`config.mk`:
```
export PLATFORM = sky130hd
export DESIGN_NAME = ddo_ctrl
export DESIGN_NICKNAME = d
export VERILOG_FILES = /design/src/hdl/ddo_pkg.sv /design/src/hdl/ddo_ctrl.sv
export SDC_FILE = /design/constraint.sdc
export NUM_CORES = 1
export LEC_CHECK = 0
export ABC_AREA = 1
export BUFFER_PORTS_ARGS = -buffer_cell sky130_fd_sc_hd__buf_4
export CAP_MARGIN = 10
export CORE_UTILIZATION = 31
export CTS_BUF_LIST = sky130_fd_sc_hd__clkbuf_8
export CTS_CLUSTER_DIAMETER = 50
export CTS_CLUSTER_SIZE = 24
export DETAILED_ROUTE_END_ITERATION = 7
export SLEW_MARGIN = 15
export SYNTH_ARGS = -nofsm -noshare
export SYNTH_HDL_FRONTEND = slang
export SYNTH_SLANG_ARGS = --single-unit
```
`constraint.sdc`:
```
create_clock -name clk -period 1.8 [get_ports clk]
set_clock_uncertainty 0.15 [all_clocks]
set_input_delay 0.36 -clock clk [delete_from_list [all_inputs] [get_ports clk]]
set_output_delay 0.36 -clock clk [all_outputs]
set_load 0.1 [all_outputs]
```
`src/hdl/ddo_pkg.sv`:
```
`default_nettype none
package ddo_pkg;

  localparam logic [31:0] TICK_LENGTH_RESET    = 32'd366334;
  localparam logic [31:0] INV_WHEEL_BASE_RESET = 32'd72944320;
  localparam logic [15:0] MOTION_THRESH_RESET  = 16'd7;

  // 2^32 / (2 pi), rounded
  localparam logic [31:0] INV_TWO_PI_BAM = 32'd683565276;
  // cordic start vector, q4.30
  localparam logic signed [33:0] CORDIC_GAIN = 34'sd652032874;
  localparam int unsigned DIV_STEPS = 42;
  localparam int unsigned CNT_W = 6;

  localparam logic [1:0] CFG_TICK_LENGTH    = 2'd0;
  localparam logic [1:0] CFG_INV_WHEEL_BASE = 2'd1;
  localparam logic [1:0] CFG_MOTION_THRESH  = 2'd2;

  typedef enum logic [4:0] {
    ST_IDLE, ST_MUL_L, ST_MUL_R, ST_SUM, ST_DIV_LOAD, ST_DIV, ST_CHECK,
    ST_MUL_D0, ST_MUL_D1, ST_RAD, ST_MUL_K0, ST_MUL_K1, ST_ANGLE,
    ST_ROT_LOAD, ST_ROT, ST_MUL_X, ST_MUL_Y, ST_POS_Y, ST_OUT
  } state_t;

  typedef enum logic [4:0] {
    OP_NONE, OP_TAKE, OP_MUL_L, OP_MUL_R, OP_SUM, OP_DIV_LOAD, OP_DIV,
    OP_MUL_D0, OP_MUL_D1, OP_RAD, OP_MUL_K0, OP_MUL_K1, OP_ANGLE,
    OP_ROT_LOAD, OP_ROT, OP_MUL_X, OP_MUL_Y, OP_POS_Y, OP_OUT
  } dp_op_t;

  typedef struct packed {
    dp_op_t     op;
    logic [4:0] iter;
  } dp_cmd_t;

  typedef struct packed {
    logic action;
    logic primed;
    logic dt_ok;
    logic moving;
    logic out_free;
  } dp_status_t;

  function automatic logic [31:0] atan_bam(input logic [4:0] i);
    logic [31:0] r;
    case (i)
      5'd0:  r = 32'h20000000;
      5'd1:  r = 32'h12E4051E;
      5'd2:  r = 32'h09FB385B;
      5'd3:  r = 32'h051111D4;
      5'd4:  r = 32'h028B0D43;
      5'd5:  r = 32'h0145D7E1;
      5'd6:  r = 32'h00A2F61E;
      5'd7:  r = 32'h00517C55;
      5'd8:  r = 32'h0028BE53;
      5'd9:  r = 32'h00145F2F;
      5'd10: r = 32'h000A2F98;
      5'd11: r = 32'h000517CC;
      5'd12: r = 32'h00028BE6;
      5'd13: r = 32'h000145F3;
      5'd14: r = 32'h0000A2FA;
      5'd15: r = 32'h0000517D;
      5'd16: r = 32'h000028BE;
      5'd17: r = 32'h0000145F;
      5'd18: r = 32'h00000A30;
      5'd19: r = 32'h00000518;
      5'd20: r = 32'h0000028C;
      5'd21: r = 32'h00000146;
      5'd22: r = 32'h000000A3;
      5'd23: r = 32'h00000051;
      5'd24: r = 32'h00000029;
      5'd25: r = 32'h00000014;
      5'd26: r = 32'h0000000A;
      5'd27: r = 32'h00000005;
      5'd28: r = 32'h00000003;
      5'd29: r = 32'h00000001;
      5'd30: r = 32'h00000001;
      default: r = 32'h00000000;
    endcase
    return r;
  endfunction

endpackage
`default_nettype wire

```
`src/hdl/ddo_ctrl.sv`:
```
`default_nettype none
module ddo_ctrl
  import ddo_pkg::*;
#(
  parameter int unsigned CORDIC_STEPS = 16
) (
  input  wire logic       clk,
  input  wire logic       rst,
  input  wire logic       in_valid,
  output logic            in_stall,
  input  dp_status_t      status,
  output dp_cmd_t         cmd
);

  localparam logic [CNT_W-1:0] DIV_LAST = CNT_W'(DIV_STEPS - 1);
  localparam logic [CNT_W-1:0] ROT_LAST = CNT_W'(CORDIC_STEPS - 1);

  state_t           state, state_next;
  logic [CNT_W-1:0] cnt, cnt_next;

  always_ff @(posedge clk) begin
    if (rst) begin
      state <= ST_IDLE;
      cnt   <= '0;
    end else begin
      state <= state_next;
      cnt   <= cnt_next;
    end
  end

  always_comb begin
    state_next = state;
    cnt_next   = cnt;
    case (state)
      ST_IDLE: begin
        if (in_valid && !status.action && status.primed && status.dt_ok) begin
          state_next = ST_MUL_L;
        end
      end
      ST_MUL_L:    state_next = ST_MUL_R;
      ST_MUL_R:    state_next = ST_SUM;
      ST_SUM:      state_next = ST_DIV_LOAD;
      ST_DIV_LOAD: begin
        state_next = ST_DIV;
        cnt_next   = '0;
      end
      ST_DIV: begin
        cnt_next = cnt + 1'b1;
        if (cnt == DIV_LAST) begin
          state_next = ST_CHECK;
        end
      end
      ST_CHECK:    state_next = status.moving ? ST_MUL_D0 : ST_OUT;
      ST_MUL_D0:   state_next = ST_MUL_D1;
      ST_MUL_D1:   state_next = ST_RAD;
      ST_RAD:      state_next = ST_MUL_K0;
      ST_MUL_K0:   state_next = ST_MUL_K1;
      ST_MUL_K1:   state_next = ST_ANGLE;
      ST_ANGLE:    state_next = ST_ROT_LOAD;
      ST_ROT_LOAD: begin
        state_next = ST_ROT;
        cnt_next   = '0;
      end
      ST_ROT: begin
        cnt_next = cnt + 1'b1;
        if (cnt == ROT_LAST) begin
          state_next = ST_MUL_X;
        end
      end
      ST_MUL_X:    state_next = ST_MUL_Y;
      ST_MUL_Y:    state_next = ST_POS_Y;
      ST_POS_Y:    state_next = ST_OUT;
      ST_OUT: begin
        if (status.out_free) begin
          state_next = ST_IDLE;
        end
      end
      default:     state_next = ST_IDLE;
    endcase
  end

  always_comb begin
    cmd.op   = OP_NONE;
    cmd.iter = cnt[4:0];
    in_stall = (state != ST_IDLE);
    case (state)
      ST_IDLE:     cmd.op = in_valid ? OP_TAKE : OP_NONE;
      ST_MUL_L:    cmd.op = OP_MUL_L;
      ST_MUL_R:    cmd.op = OP_MUL_R;
      ST_SUM:      cmd.op = OP_SUM;
      ST_DIV_LOAD: cmd.op = OP_DIV_LOAD;
      ST_DIV:      cmd.op = OP_DIV;
      ST_CHECK:    cmd.op = OP_NONE;
      ST_MUL_D0:   cmd.op = OP_MUL_D0;
      ST_MUL_D1:   cmd.op = OP_MUL_D1;
      ST_RAD:      cmd.op = OP_RAD;
      ST_MUL_K0:   cmd.op = OP_MUL_K0;
      ST_MUL_K1:   cmd.op = OP_MUL_K1;
      ST_ANGLE:    cmd.op = OP_ANGLE;
      ST_ROT_LOAD: cmd.op = OP_ROT_LOAD;
      ST_ROT:      cmd.op = OP_ROT;
      ST_MUL_X:    cmd.op = OP_MUL_X;
      ST_MUL_Y:    cmd.op = OP_MUL_Y;
      ST_POS_Y:    cmd.op = OP_POS_Y;
      ST_OUT:      cmd.op = status.out_free ? OP_OUT : OP_NONE;
      default:     cmd.op = OP_NONE;
    endcase
  end

endmodule
`default_nettype wire

```
==> metrics.txt <==
Worst Hold Class=in -> reg; CP max FO=4; register area=around 240 µm²; final hold vios=0; fillers=324; post-place setup slack=-0.111 ns; Multi-input gate area=721 µm²; Die Area=3570 µm²; Rel. slew slack=0.793; clk_lat worst skew=0.23 ns; Nets=216; Tcrit/Tclk final=1.11; final slew viol count=0; pwr/cell area=362 nW/µm²; DRT iter0 DRCs=52; Max H-tree Level=1; Post-DP HPWL=between 2 and 2.5 mm; share of cells above drive strength 1=0.454; total grt overflow=0; IR Drop Worst-Case VDD=a little under 600 µV; cell taking the most area after synthesis=dfxtp_1; Setup crit end kind=output pin; clk slew on worst S/H paths=0.05 ns; Bufs and invs on worst path=2; final worst path period need=2.00 ns; WS Path Type=reg -> out; total CTS buffers=3; first-pass GRT wire length=between 4 and 5 mm; FP Rows=20; DRC violations left=0; CP Launch Type=flop; Worst Tran Pin Value=0.308 ns; unrepaired setup endpoints after global routing=true; final setup violation count=5; Critical Path, Cell by Cell=buf_4 -> nor2_2 -> nand3_2 -> nand2_1 -> a21oi_2 -> o2111ai_2 -> buf_12; violated checks=setup timing; synthesized area per cell=6.34 µm²; CTS Hold Bufs=0; Top FF cell, synth=dfxtp_1; Worst Reg-to-Reg Cells=9; Placed Instances=240; Post-Synthesis Cells=~160; Routed WL per cell=12.0 µm; diode count=0; Seq cells post-synth=11; FMAX=500 MHz; Post-synth EDFFs=0; vias in the first global route=between 1000 and 1500; core area=between 3000 and 4000 µm²; synth unique cells=30; setup TNS=-0.720 ns; Final Worst Setup Slack=-0.199 ns; CP top delay family=simple AND/OR/NAND/NOR gates; GRT Total Usage=0.179; Clk Tree Root Cell=clkbuf_8; DR vias/cell=roughly 4.8; Worst Hold Depth=2; total leakage power=0.000765 µW; Mapped Area=1030 µm²; antenna violations before repair=0; final instance area=1590 µm²; clock tree buffer depth=2; register area share after synthesis=0.213; CTS tree=built; Synth Warn #=0; RD Place Congestion=0.887; top cells by area, synth=dfxtp_1, nand2_1, inv_1; CP max-delay cell=dfxtp_4; max cap viols=0; Worst path max stage delay=between 0.3 and 0.4 ns; outcome=finished, violations left; Chip Height=59.7 µm; Die W=59.7 µm; IO Pins=19; asr flop ratio synth=0; Area after DPL=~1400 µm²; WP depth=7; total number of vias=1193; Layout Cells excl Fill=249; pin count of the biggest net entering global routing=15; P&R area growth vs syn=53.6%; Sink Count=11; Initial Util=0.333; Synth Net Count=~170; share of the synthesized area in the top cell type=0.213; Port Buffer Count=18; DRT Wirelength=~3.0 mm; critical path data arrival time=1.49 ns; PnR Total Power=about 570 µW; Req. time, crit path=1.29 ns; First-pass DRT Iterations=4; post-route ant nets=0
-- cells in the final DEF, fill, tap and decap left out, drive strengths merged, types with 2 or more instances in the layout --
cell    instances
buf            47
nand2          41
inv            28
nor2           24
nand3          18
dfxtp          11
a21oi           9
nand4           7
o21ai           6
nor3            4
clkbuf          3
ha              2
-- registers in the layout, summed over array words and instances, names as in the netlist --
name / flops
cnt: 6
state: 5
-- Yosys cell counts, types with 2 or more instances --
| master | number |
|---|---|
| buf_6 | 2 |
| nand2_2 | 4 |
| ha_1 | 2 |
| nand2_1 | 37 |
| dfxtp_1 | 11 |
| a21oi_2 | 3 |
| nor2_1 | 18 |
| nand3_4 | 2 |
| nand3_1 | 15 |
| nor3_1 | 2 |
| a21oi_1 | 6 |
| inv_1 | 23 |
| o21ai_0 | 4 |
| nand4_1 | 7 |
| buf_4 | 6 |
| inv_2 | 3 |
| nor2_2 | 5 |
-- metrics by stage --
| step | util | hold slack (ns) |
|---|---|---|
| global route | 0.512 | 0.195 |
| floorplan | - | 0.316 |
| finish | 0.512 | 0.197 |
| global placement | 0.435 | 0.337 |
| CTS | 0.486 | 0.192 |
| detailed placement | 0.435 | 0.361 |
-- cell families after synthesis --
group	Yosys count	synth area share
buf+inv	36	0.169
simple gates	95	0.466
flops	11	0.213
fa+ha+maj	2	0.0242
compound gates	19	0.127
-- worst paths after layout --
kind	to	slack, ns	startpoint
setup / recovery	cmd[5]	-0.20	state[3]
hold / removal	state[1]	0.20	rst
setup reg to reg	cnt[5]	0.17	state[3]
hold reg to reg	cnt[0]	0.34	cnt[0]
-- timing repair --
item	CTS	global route
pin swaps	4	6
gates resized for setup	26	15
buffers inserted	2	3
endpoints found under the setup margin	5	7
-- report_power, final --
group	switching, µW	internal [µW]	leakage, µW
Sequential	3.65	240	0.0000929
Clock	88.6	149	0.0000269
Combinational	57.3	35.5	0.000645
Total	150	425	0.000765
-- routing by layer --
| layer | routed length (µm) | GRT usage | vias up |
|---|---|---|---|
| li1 | - | - | 604 |
| met1 | 1350 | 0.251 | 546 |
| met2 | 1410 | 0.283 | 39 |
| met3 | 197 | 0.0433 | 4 |
| met4 | 30 | 0.0233 | 0 |
| met5 | 0 | 0 | - |
-- layout make-up --
| class | count | share of cell area |
|---|---|---|
| tap | 44 | 0.0347 |
| inverter | 27 | 0.0686 |
| timing repair buffer | 47 | 0.265 |
| multi-input combinational | 116 | 0.454 |
| clock buffer | 3 | 0.0260 |
| clock inverter | 1 | 0.00236 |
| sequential | 11 | 0.150 |
No activity file was read; power rests on OpenSTA's default activity.
